===== config.mk =====
export PLATFORM = sky130hd
export DESIGN_NAME = packbits_rle_decoder_flat
export DESIGN_NICKNAME = d
export VERILOG_FILES = /design/src/pbd_pkg.sv /design/src/pbd_in_if.sv /design/src/pbd_out_if.sv /design/src/pbd_front.sv /design/src/pbd_queue.sv /design/src/pbd_back.sv /design/src/packbits_rle_decoder.sv /design/src/flat_wrapper.sv
export SDC_FILE = /design/constraint.sdc
export NUM_CORES = 1
export LEC_CHECK = 0
export ABC_AREA = 1
export BUFFER_PORTS_ARGS = -buffer_cell sky130_fd_sc_hd__buf_2
export CAP_MARGIN = 10
export CORE_UTILIZATION = 58
export DETAILED_ROUTE_END_ITERATION = 7
export PLACE_DENSITY_LB_ADDON = 0.08
export RECOVER_POWER = 50
export SLEW_MARGIN = 40
export SYNTH_ARGS = -nofsm -noshare
export SYNTH_HDL_FRONTEND = slang
export SYNTH_SLANG_ARGS = --single-unit

===== constraint.sdc =====
create_clock -name clk -period 4.37 [get_ports clk]
set_clock_uncertainty 0.1 [all_clocks]
set_input_delay 0.2185 -clock clk [delete_from_list [all_inputs] [get_ports clk]]
set_output_delay 0.2185 -clock clk [all_outputs]
set_load 0.005 [all_outputs]

===== src/pbd_pkg.sv =====
// Shared types and constants of the PackBits run-length decoder.
package pbd_pkg;

	// Tokens at or above this value announce a repeat.
	localparam logic [7:0] REPEAT_TOKEN_MIN = 8'd128;
	// Repeat count is this base minus the token.
	localparam logic [8:0] REPEAT_BASE = 9'd257;
	// Number of byte fields in one result.
	localparam int LANE_MAX = 4;

	// One compressed byte from the input channel.
	typedef struct packed {
		logic [7:0] in_byte;
		logic       end_of_input;
	} in_item_t;

	// One decoded result.
	typedef struct packed {
		logic [7:0] out_byte0;
		logic [7:0] out_byte1;
		logic [7:0] out_byte2;
		logic [7:0] out_byte3;
		logic [2:0] byte_count;
		logic       last_of_run;
		logic       status;
	} out_item_t;

	// Command passed from the front end to the back end.
	// A count of zero means a status-only result.
	typedef struct packed {
		logic [7:0] data;
		logic [7:0] count;
		logic       status;
	} cmd_t;

endpackage


===== src/pbd_in_if.sv =====
// Input channel carrying one compressed byte per transaction.
interface pbd_in_if;
	logic              valid;
	logic              ready;
	pbd_pkg::in_item_t data;

	modport source(output valid, output data, input ready);
	modport sink(input valid, input data, output ready);
endinterface


===== src/pbd_out_if.sv =====
// Output channel carrying one decoded result per transaction.
interface pbd_out_if;
	logic               valid;
	logic               ready;
	pbd_pkg::out_item_t data;

	modport source(output valid, output data, input ready);
	modport sink(input valid, input data, output ready);
endinterface


===== src/pbd_front.sv =====
// Front end: accepts compressed bytes, tracks the token phase and issues commands.
module pbd_front (
	input  logic         clk,
	input  logic         arst_n,
	pbd_in_if.sink       item,
	input  logic         q_full,
	output logic         push,
	output pbd_pkg::cmd_t push_cmd
);

	typedef enum logic [2:0] {
		PH_TOKEN = 3'b001,
		PH_FILL  = 3'b010,
		PH_LIT   = 3'b100
	} phase_t;

	phase_t     phase_q, phase_n;
	logic [7:0] remaining_q, remaining_n;
	logic [7:0] repeat_q, repeat_n;
	logic       accept;
	logic [7:0] b;
	logic       last_in;
	logic [7:0] rem_dec;
	logic [8:0] rep_calc;

	assign item.ready = !q_full;
	assign accept     = item.valid && item.ready;
	assign b          = item.data.in_byte;
	assign last_in    = item.data.end_of_input;
	assign rem_dec    = remaining_q - 8'd1;
	assign rep_calc   = pbd_pkg::REPEAT_BASE - {1'b0, b};

	// Classify the accepted byte according to the current phase.
	always_comb begin
		phase_n     = phase_q;
		remaining_n = remaining_q;
		repeat_n    = repeat_q;
		push        = 1'b0;
		push_cmd    = '{data: b, count: 8'd0, status: 1'b0};
		if (accept) begin
			unique case (phase_q)
				PH_FILL: begin
					push           = 1'b1;
					push_cmd.count = repeat_q;
					phase_n        = PH_TOKEN;
				end
				PH_LIT: begin
					push           = 1'b1;
					push_cmd.count = 8'd1;
					push_cmd.status = (rem_dec != 8'd0) && last_in;
					remaining_n    = rem_dec;
					if (rem_dec == 8'd0 || last_in) begin
						phase_n = PH_TOKEN;
					end
				end
				default: begin
					if (b >= pbd_pkg::REPEAT_TOKEN_MIN) begin
						repeat_n = rep_calc[7:0];
						phase_n  = PH_FILL;
					end else begin
						remaining_n = b + 8'd1;
						phase_n     = PH_LIT;
					end
					// A final token leaves the stream truncated.
					if (last_in) begin
						push            = 1'b1;
						push_cmd.status = 1'b1;
						phase_n         = PH_TOKEN;
					end
				end
			endcase
		end
	end

	// Phase register.
	always_ff @(posedge clk or negedge arst_n) begin
		if (!arst_n) begin
			phase_q <= PH_TOKEN;
		end else begin
			phase_q <= phase_n;
		end
	end

	// Token counters.
	always_ff @(posedge clk or negedge arst_n) begin
		if (!arst_n) begin
			remaining_q <= 8'd0;
			repeat_q    <= 8'd0;
		end else begin
			remaining_q <= remaining_n;
			repeat_q    <= repeat_n;
		end
	end

endmodule


===== src/pbd_queue.sv =====
// Two-entry command queue between the front end and the back end.
module pbd_queue (
	input  logic          clk,
	input  logic          arst_n,
	input  logic          push,
	input  pbd_pkg::cmd_t push_cmd,
	input  logic          pop,
	output logic          full,
	output logic          not_empty,
	output pbd_pkg::cmd_t head
);

	pbd_pkg::cmd_t entry_q [2];
	logic          wr_ptr_q;
	logic          rd_ptr_q;
	logic [1:0]    cnt_q;

	assign full      = (cnt_q == 2'd2);
	assign not_empty = (cnt_q != 2'd0);
	assign head      = entry_q[rd_ptr_q];

	// Entry storage.
	always_ff @(posedge clk) begin
		if (push) begin
			entry_q[wr_ptr_q] <= push_cmd;
		end
	end

	// Pointers and fill count.
	always_ff @(posedge clk or negedge arst_n) begin
		if (!arst_n) begin
			wr_ptr_q <= 1'b0;
			rd_ptr_q <= 1'b0;
			cnt_q    <= 2'd0;
		end else begin
			if (push) begin
				wr_ptr_q <= !wr_ptr_q;
			end
			if (pop) begin
				rd_ptr_q <= !rd_ptr_q;
			end
			if (push && !pop) begin
				cnt_q <= cnt_q + 2'd1;
			end else if (pop && !push) begin
				cnt_q <= cnt_q - 2'd1;
			end
		end
	end

endmodule


===== src/pbd_back.sv =====
// Back end: expands queued commands into results of up to LANES bytes each.
module pbd_back #(
	parameter int LANES = 4
) (
	input  logic          clk,
	input  logic          arst_n,
	input  logic          head_valid,
	input  pbd_pkg::cmd_t head,
	output logic          pop,
	pbd_out_if.source     result
);

	localparam logic [7:0] LANE_CNT = 8'(LANES);

	logic       started_q;
	logic [7:0] left_q;
	logic [7:0] left;
	logic [7:0] chunk;
	logic [2:0] chunk_n;
	logic [7:0] rest;
	logic       last;
	logic       emit;
	logic       out_valid_q;
	pbd_pkg::out_item_t out_q;

	// Size of the next result taken from the head command.
	assign left    = started_q ? left_q : head.count;
	assign chunk   = (left < LANE_CNT) ? left : LANE_CNT;
	assign chunk_n = chunk[2:0];
	assign rest    = left - chunk;
	assign last    = (rest == 8'd0);
	assign emit    = head_valid && (!out_valid_q || result.ready);
	assign pop     = emit && last;

	assign result.valid = out_valid_q;
	assign result.data  = out_q;

	// Progress through the head command.
	always_ff @(posedge clk or negedge arst_n) begin
		if (!arst_n) begin
			started_q   <= 1'b0;
			out_valid_q <= 1'b0;
		end else begin
			if (emit) begin
				started_q <= !last;
			end
			if (emit) begin
				out_valid_q <= 1'b1;
			end else if (result.ready) begin
				out_valid_q <= 1'b0;
			end
		end
	end

	// Result register; unused lanes read as zero.
	always_ff @(posedge clk) begin
		if (emit) begin
			left_q               <= rest;
			out_q.out_byte0      <= (chunk_n > 3'd0) ? head.data : 8'd0;
			out_q.out_byte1      <= (chunk_n > 3'd1) ? head.data : 8'd0;
			out_q.out_byte2      <= (chunk_n > 3'd2) ? head.data : 8'd0;
			out_q.out_byte3      <= (chunk_n > 3'd3) ? head.data : 8'd0;
			out_q.byte_count     <= chunk_n;
			out_q.last_of_run    <= last;
			out_q.status         <= head.status;
		end
	end

endmodule


===== src/packbits_rle_decoder.sv =====
// Top level of the PackBits run-length decoder.
//
//   channel  | direction | payload                                   | transaction
//   item     | in        | in_byte, end_of_input                     | valid && ready
//   result   | out       | out_byte0..3, byte_count, last_of_run, status | valid && ready
//
// A token byte gives no result unless it ends the input; a literal byte gives one result.
// A fill byte gives ceil(n / lanes) results, one per cycle in the back end unless result
// stalls, where n is the repeat count (2 to 129) and lanes is OUT_LANES clamped to 1..4.
// A two-entry command queue lets the front end keep accepting while a run expands.
// Reset clears the token phase, the queue and the result valid flag.
// A stalled result holds its register and the back end waits; the queue fills, then input stalls.
module packbits_rle_decoder #(
	parameter int OUT_LANES = 4
) (
	input  logic      clk,
	input  logic      arst_n,
	pbd_in_if.sink    item,
	pbd_out_if.source result
);

	localparam int LANES = (OUT_LANES < 1) ? 1 :
		((OUT_LANES > pbd_pkg::LANE_MAX) ? pbd_pkg::LANE_MAX : OUT_LANES);

	logic          push;
	pbd_pkg::cmd_t push_cmd;
	logic          pop;
	logic          q_full;
	logic          q_not_empty;
	pbd_pkg::cmd_t head;

	pbd_front u_front (
		.clk      (clk),
		.arst_n   (arst_n),
		.item     (item),
		.q_full   (q_full),
		.push     (push),
		.push_cmd (push_cmd)
	);

	pbd_queue u_queue (
		.clk       (clk),
		.arst_n    (arst_n),
		.push      (push),
		.push_cmd  (push_cmd),
		.pop       (pop),
		.full      (q_full),
		.not_empty (q_not_empty),
		.head      (head)
	);

	pbd_back #(
		.LANES (LANES)
	) u_back (
		.clk        (clk),
		.arst_n     (arst_n),
		.head_valid (q_not_empty),
		.head       (head),
		.pop        (pop),
		.result     (result)
	);

`ifndef SYNTHESIS
	// The queue is never written while full.
	assert property (@(posedge clk) disable iff (!arst_n) push |-> !q_full)
		else $error("command queue overflow");

	// A result never carries more bytes than there are lanes.
	assert property (@(posedge clk) disable iff (!arst_n)
		result.valid |-> (result.data.byte_count <= 3'(LANES)))
		else $error("byte_count exceeds lane count");

	// A status-only result always flags truncation and ends its item.
	assert property (@(posedge clk) disable iff (!arst_n)
		(result.valid && result.data.byte_count == 3'd0) |->
		(result.data.status && result.data.last_of_run))
		else $error("malformed status-only result");

	// Truncation is reported only on the last result of an item.
	assert property (@(posedge clk) disable iff (!arst_n)
		(result.valid && result.data.status) |-> result.data.last_of_run)
		else $error("status set on a result that is not last");
`endif

endmodule

===== src/flat_wrapper.sv =====
// flat-port wrapper written by rule: the top's interface ports become plain ports
module packbits_rle_decoder_flat 
#(
	parameter int OUT_LANES = 4
)
  (clk, arst_n, item_valid, item_data, item_ready, result_valid, result_data, result_ready);
  pbd_in_if item_i ();
  pbd_out_if result_i ();
  input  logic clk;
  input  logic arst_n;
  input wire logic [$bits(item_i.valid)-1:0] item_valid;
  input wire logic [$bits(item_i.data)-1:0] item_data;
  output wire logic [$bits(item_i.ready)-1:0] item_ready;
  output wire logic [$bits(result_i.valid)-1:0] result_valid;
  output wire logic [$bits(result_i.data)-1:0] result_data;
  input wire logic [$bits(result_i.ready)-1:0] result_ready;
  assign item_i.valid = item_valid;
  assign item_i.data = item_data;
  assign item_ready = item_i.ready;
  assign result_valid = result_i.valid;
  assign result_data = result_i.data;
  assign result_i.ready = result_ready;
  packbits_rle_decoder #(.OUT_LANES(OUT_LANES)) u_core (.clk(clk), .arst_n(arst_n), .item(item_i), .result(result_i));
endmodule

==> report_table.html <==
<table>
<tr><th>Metric</th><th>Value</th></tr>
<tr><th colspan="2">Outcome</th></tr>
<tr><td>Result of the run</td><td>complete, no violations</td></tr>
<tr><th colspan="2">Worst hold path</th></tr>
<tr><td>Source of the worst hold timing path</td><td>item_data[6]</td></tr>
<tr><td>Hold crit path type</td><td>input pin to flop</td></tr>
<tr><td>Worst Hold Path Cells</td><td>1</td></tr>
<tr><td>Worst hold endpoint</td><td>u_core.u_queue.entry_q[1][14]$_DFFE_PP_</td></tr>
<tr><th colspan="2">Global routing</th></tr>
<tr><td>Gr ovfl total</td><td>0</td></tr>
<tr><td>All-layer global routing usage</td><td>21.4%</td></tr>
<tr><td>Pin count of the biggest net entering global routing</td><td>51</td></tr>
<tr><td>Number of global-route vias before repair</td><td>3,038</td></tr>
<tr><td>Wire length of the first global-routing pass</td><td>14.1 mm</td></tr>
<tr><td>Antenna violations before repair</td><td>0</td></tr>
<tr><th colspan="2">Clocking</th></tr>
<tr><td>Insertion delay of the later-clocked pin in the worst-skew pair</td><td>0.36 ns</td></tr>
<tr><td>Num Clock Sinks</td><td>104</td></tr>
<tr><td>CTS buffer count</td><td>9</td></tr>
<tr><td>TritonCTS clock tree</td><td>done</td></tr>
<tr><td>Clock H-tree levels</td><td>3</td></tr>
<tr><td>Number of buffers added for setup after CTS</td><td>0</td></tr>
<tr><td>Total of hold buffers inserted after clock tree synthesis</td><td>3</td></tr>
<tr><td>CTS resizes</td><td>0</td></tr>
<tr><td>Clock tree root driver cell</td><td>sky130_fd_sc_hd__clkbuf_8</td></tr>
<tr><td>Maximum clock insertion buffer count</td><td>2</td></tr>
<tr><td>Clock slew at the register clock pins of the worst setup and hold paths</td><td>0.10 ns</td></tr>
<tr><th colspan="2">STA</th></tr>
<tr><td>Fmax</td><td>292 MHz</td></tr>
<tr><td>Setup-failing EPs final</td><td>0</td></tr>
<tr><td>Final worst-path cycle share</td><td>78.5%</td></tr>
<tr><td>Final hold violation count</td><td>0</td></tr>
<tr><td>Final critical-path setup slack</td><td>0.941 ns</td></tr>
<tr><td>Setup_tns</td><td>0 ns</td></tr>
<tr><td>Slew margin rel.</td><td>4.80%</td></tr>
<tr><td>Final period demand of the worst path</td><td>3.43 ns</td></tr>
<tr><td>Max-slew violation count</td><td>0</td></tr>
<tr><td>Unrepaired setup endpoints after global routing</td><td>false</td></tr>
<tr><td>Actual transition at the worst max-transition pin</td><td>1.43 ns</td></tr>
<tr><th colspan="2">Detailed routing</th></tr>
<tr><td>Vias per inst</td><td>5.06</td></tr>
<tr><td>Overall via count from detail_route</td><td>3,180</td></tr>
<tr><td>Total wire length after detailed routing</td><td>8.47 mm</td></tr>
<tr><td>Starting DRC count in detailed routing</td><td>158</td></tr>
<tr><td>Drt pass-1 iters</td><td>4</td></tr>
<tr><td>Wirelength per Cell</td><td>13.5 um</td></tr>
<tr><td>Post-route ant nets</td><td>0</td></tr>
<tr><td>DRC</td><td>0</td></tr>
<tr><th colspan="2">Yosys</th></tr>
<tr><td>Main synth FF type</td><td>sky130_fd_sc_hd__edfxtp_1</td></tr>
<tr><td>Syn Std Cell Area</td><td>4800 um2</td></tr>
<tr><td>Proportion of register bits with asynchronous set or reset after synthesis</td><td>24.0%</td></tr>
<tr><td>Count of flip-flops with a built-in enable after synthesis</td><td>79</td></tr>
<tr><td>Net count after synthesis</td><td>480</td></tr>
<tr><td>Synthesized flop and latch total</td><td>104</td></tr>
<tr><td>Sequential cell area fraction in the yosys report</td><td>62.5%</td></tr>
<tr><td>Mean instance size in the synthesized netlist</td><td>10.4 um2</td></tr>
<tr><td>Synth cell types</td><td>41</td></tr>
<tr><td>Warnings from Yosys</td><td>0</td></tr>
<tr><td>Cells after Synth</td><td>460</td></tr>
<tr><th colspan="2">Worst setup path</th></tr>
<tr><td>Kind of start point of the critical path</td><td>flop</td></tr>
<tr><td>Reg-to-reg critical path endpoint</td><td>u_core.u_queue.cnt_q[1]$_DFFE_PN0P_</td></tr>
<tr><td>WS Path Type</td><td>flop to flop</td></tr>
<tr><td>Data arrival at the endpoint of the critical path</td><td>3.57 ns</td></tr>
<tr><td>Critical path peak fanout</td><td>19</td></tr>
<tr><td>Worst-case register-to-register setup slack</td><td>0.94 ns</td></tr>
<tr><td>R2r worst-path depth</td><td>20</td></tr>
<tr><td>Startpoint of the most critical register-to-register path</td><td>u_core.u_queue.rd_ptr_q$_DFFE_PN0P_</td></tr>
<tr><td>Critical Path End Type</td><td>flop</td></tr>
<tr><td>Required time of the critical path</td><td>4.52 ns</td></tr>
<tr><th colspan="2">Cells and area</th></tr>
<tr><td>Nets</td><td>541</td></tr>
<tr><td>Commonest non-fill, non-tap cell in the layout</td><td>sky130_fd_sc_hd__nand2_1</td></tr>
<tr><td>Layout cell share with drive strength beyond 1</td><td>17.3%</td></tr>
<tr><td>Register cell area after layout</td><td>3000 um2</td></tr>
<tr><td>Number of filler cells placed in the layout</td><td>600</td></tr>
<tr><td>Relative area change from synthesis to final layout</td><td>12.6%</td></tr>
<tr><td>Utilization after layout</td><td>68.9%</td></tr>
<tr><td>Most frequent cells in the layout</td><td>sky130_fd_sc_hd__nand2_1, sky130_fd_sc_hd__edfxtp_1, sky130_fd_sc_hd__inv_1</td></tr>
<tr><td>Antenna diode instance count</td><td>0</td></tr>
<tr><td>Area used by multi-input combinational logic</td><td>1470 um2</td></tr>
<tr><th colspan="2">Placement</th></tr>
<tr><td>Placement Setup Slack</td><td>0.984 ns</td></tr>
<tr><td>Final GP Congestion</td><td>0.813</td></tr>
<tr><td># port buffers</td><td>51</td></tr>
<tr><td>Post-detailed-placement half-perimeter wirelength</td><td>6.04 mm</td></tr>
<tr><th colspan="2">Power and ir drop</th></tr>
<tr><td>Cell leakage power</td><td>2.39 nW</td></tr>
<tr><td>Pwr/cell area</td><td>675 nW/um2</td></tr>
<tr><td>Worst ir drop on vdd</td><td>0.000352 V</td></tr>
<tr><th colspan="2">Floorplanning</th></tr>
<tr><td>Floorplan die area</td><td>8650 um2</td></tr>
<tr><td>Number of placement rows</td><td>32</td></tr>
<tr><td>Standard cell core area</td><td>7850 um2</td></tr>
<tr><td>Number of top-level design ports</td><td>52</td></tr>
<tr><td>Starting density of the core</td><td>61.2%</td></tr>
<tr><td>Die Width</td><td>93.0 um</td></tr>
<tr><td>Die height</td><td>93.0 um</td></tr>
<tr><th colspan="2">Flow run</th></tr>
<tr><td>Max Cap Viol</td><td>0</td></tr>
</table>
[worst max-delay path, cell delays in order (launching register included)]
cell and delay, ns:
sky130_fd_sc_hd__dfrtp_1 0.74, sky130_fd_sc_hd__inv_4 0.18, sky130_fd_sc_hd__nand2_1 0.10, sky130_fd_sc_hd__nand3_1 0.10, sky130_fd_sc_hd__o21ai_2 0.16, sky130_fd_sc_hd__nand2_1 0.11
sky130_fd_sc_hd__inv_2 0.08, sky130_fd_sc_hd__nand2_4 0.09, sky130_fd_sc_hd__nand2_4 0.10, sky130_fd_sc_hd__ha_1 0.19, sky130_fd_sc_hd__inv_1 0.09, sky130_fd_sc_hd__nand3_1 0.08
sky130_fd_sc_hd__nand2_1 0.06, sky130_fd_sc_hd__nor2_1 0.09, sky130_fd_sc_hd__nand2_1 0.09, sky130_fd_sc_hd__nor2_4 0.12, sky130_fd_sc_hd__nand3_2 0.09, sky130_fd_sc_hd__ha_1 0.35
sky130_fd_sc_hd__a21oi_1 0.11, sky130_fd_sc_hd__o21ai_0 0.11, sky130_fd_sc_hd__xor2_1 0.16
[where the power goes]
group,internal [mW],switching (mW)
clock,0.307,0.334
combinational,0.464,0.861
sequential,1.54,0.145
total,2.31,1.34
[area by class of cell]
| class | instances | share of cell area [%] |
|---|---|---|
| Clock inverter | 6 | 1.34 |
| Tap cell | 102 | 2.36 |
| Clock buffer | 10 | 2.75 |
| Timing Repair Buffer | 58 | 5.39 |
| Inverter | 79 | 5.53 |
| Multi-Input combinational cell | 269 | 27.2 |
| Sequential cell | 104 | 55.5 |
[per-layer routing]
layer	vias to the layer above	track usage [%]	wire (um)
li1	1615	-	-
met1	1488	29.4	4070
met2	69	35.4	4000
met3	8	3.82	322
met4	0	5.90	80
met5	-	0	0
[state kept, by name, indices dropped and copies added, names as in the netlist]
signal                      flops
u_core.u_front.phase_q          3
u_core.u_front.remaining_q      8
u_core.u_front.repeat_q         8
u_core.u_queue.rd_ptr_q         1
u_core.u_queue.entry_q         34
u_core.u_back.result.data      37
u_core.u_back.left_q            8
u_core.u_back.started_q         1
u_core.u_back.result.valid      1
u_core.u_queue.cnt_q            2
u_core.u_queue.wr_ptr_q         1
[per-stage QoR]
step / instance area [um2] / hold slack (ns) / power, mW / cells
finish: 5410 / 0.117 / 3.65 / 628
global route: 5410 / 0.0932 / 3.92 / 628
CTS: 5430 / 0.0201 / 3.68 / 628
detailed placement: 5180 / 0.155 / 3.04 / 609
global placement: 5180 / 0.151 / 3.00 / 609
floorplan: 4800 / -0.177 / 2.65 / 460
[cells in the mapped netlist (all sizes together) (4+ instances only)]
library cell  count  area, um2
nand2           113        489
nor3              9       55.1
nand3            17        110
nand4             4       25.0
clkbuf            5       18.8
or2              15       93.8
edfxtp           79       2370
xnor2             4       35.0
inv              79        299
nor2             37        154
ha                7       87.6
o21ai            30        165
xor2             10       87.6
a21oi             7       35.0
o22ai             4       25.0
dfrtp            24        601
[how the worst max path moves through the flow]
| stage | startpoint | to | cells after the start |
|---|---|---|---|
| 2_1_floorplan | u_core.u_back.result.valid$_DFFE_PN0P_ | u_core.u_queue.cnt_q[1]$_DFFE_PN0P_ | 8 |
| 3_3_place_gp | u_core.u_queue.rd_ptr_q$_DFFE_PN0P_ | u_core.u_queue.cnt_q[1]$_DFFE_PN0P_ | 19 |
| 3_5_place_dp | u_core.u_queue.rd_ptr_q$_DFFE_PN0P_ | u_core.u_queue.cnt_q[1]$_DFFE_PN0P_ | 20 |
| 4_1_cts | u_core.u_queue.rd_ptr_q$_DFFE_PN0P_ | u_core.u_queue.cnt_q[1]$_DFFE_PN0P_ | 20 |
| 5_1_grt | u_core.u_queue.rd_ptr_q$_DFFE_PN0P_ | u_core.u_queue.cnt_q[1]$_DFFE_PN0P_ | 20 |
| 6_report | u_core.u_queue.rd_ptr_q$_DFFE_PN0P_ | u_core.u_queue.cnt_q[1]$_DFFE_PN0P_ | 20 |
[cell families (layout without fill, tap and decap cells)]
group	count (synthesis)	in the layout	synth area share (%)
buffers and inverters	87	153	7.19
other	1	1	0.0781
AND/OR/NAND/NOR	196	196	19.5
flip-flops	104	104	62.5
adder cells (fa/ha/maj)	7	7	1.82
XOR/XNOR	14	14	2.55
AO/OA/AOI/OAI	51	51	6.44
(Power assumes the default switching activity.)
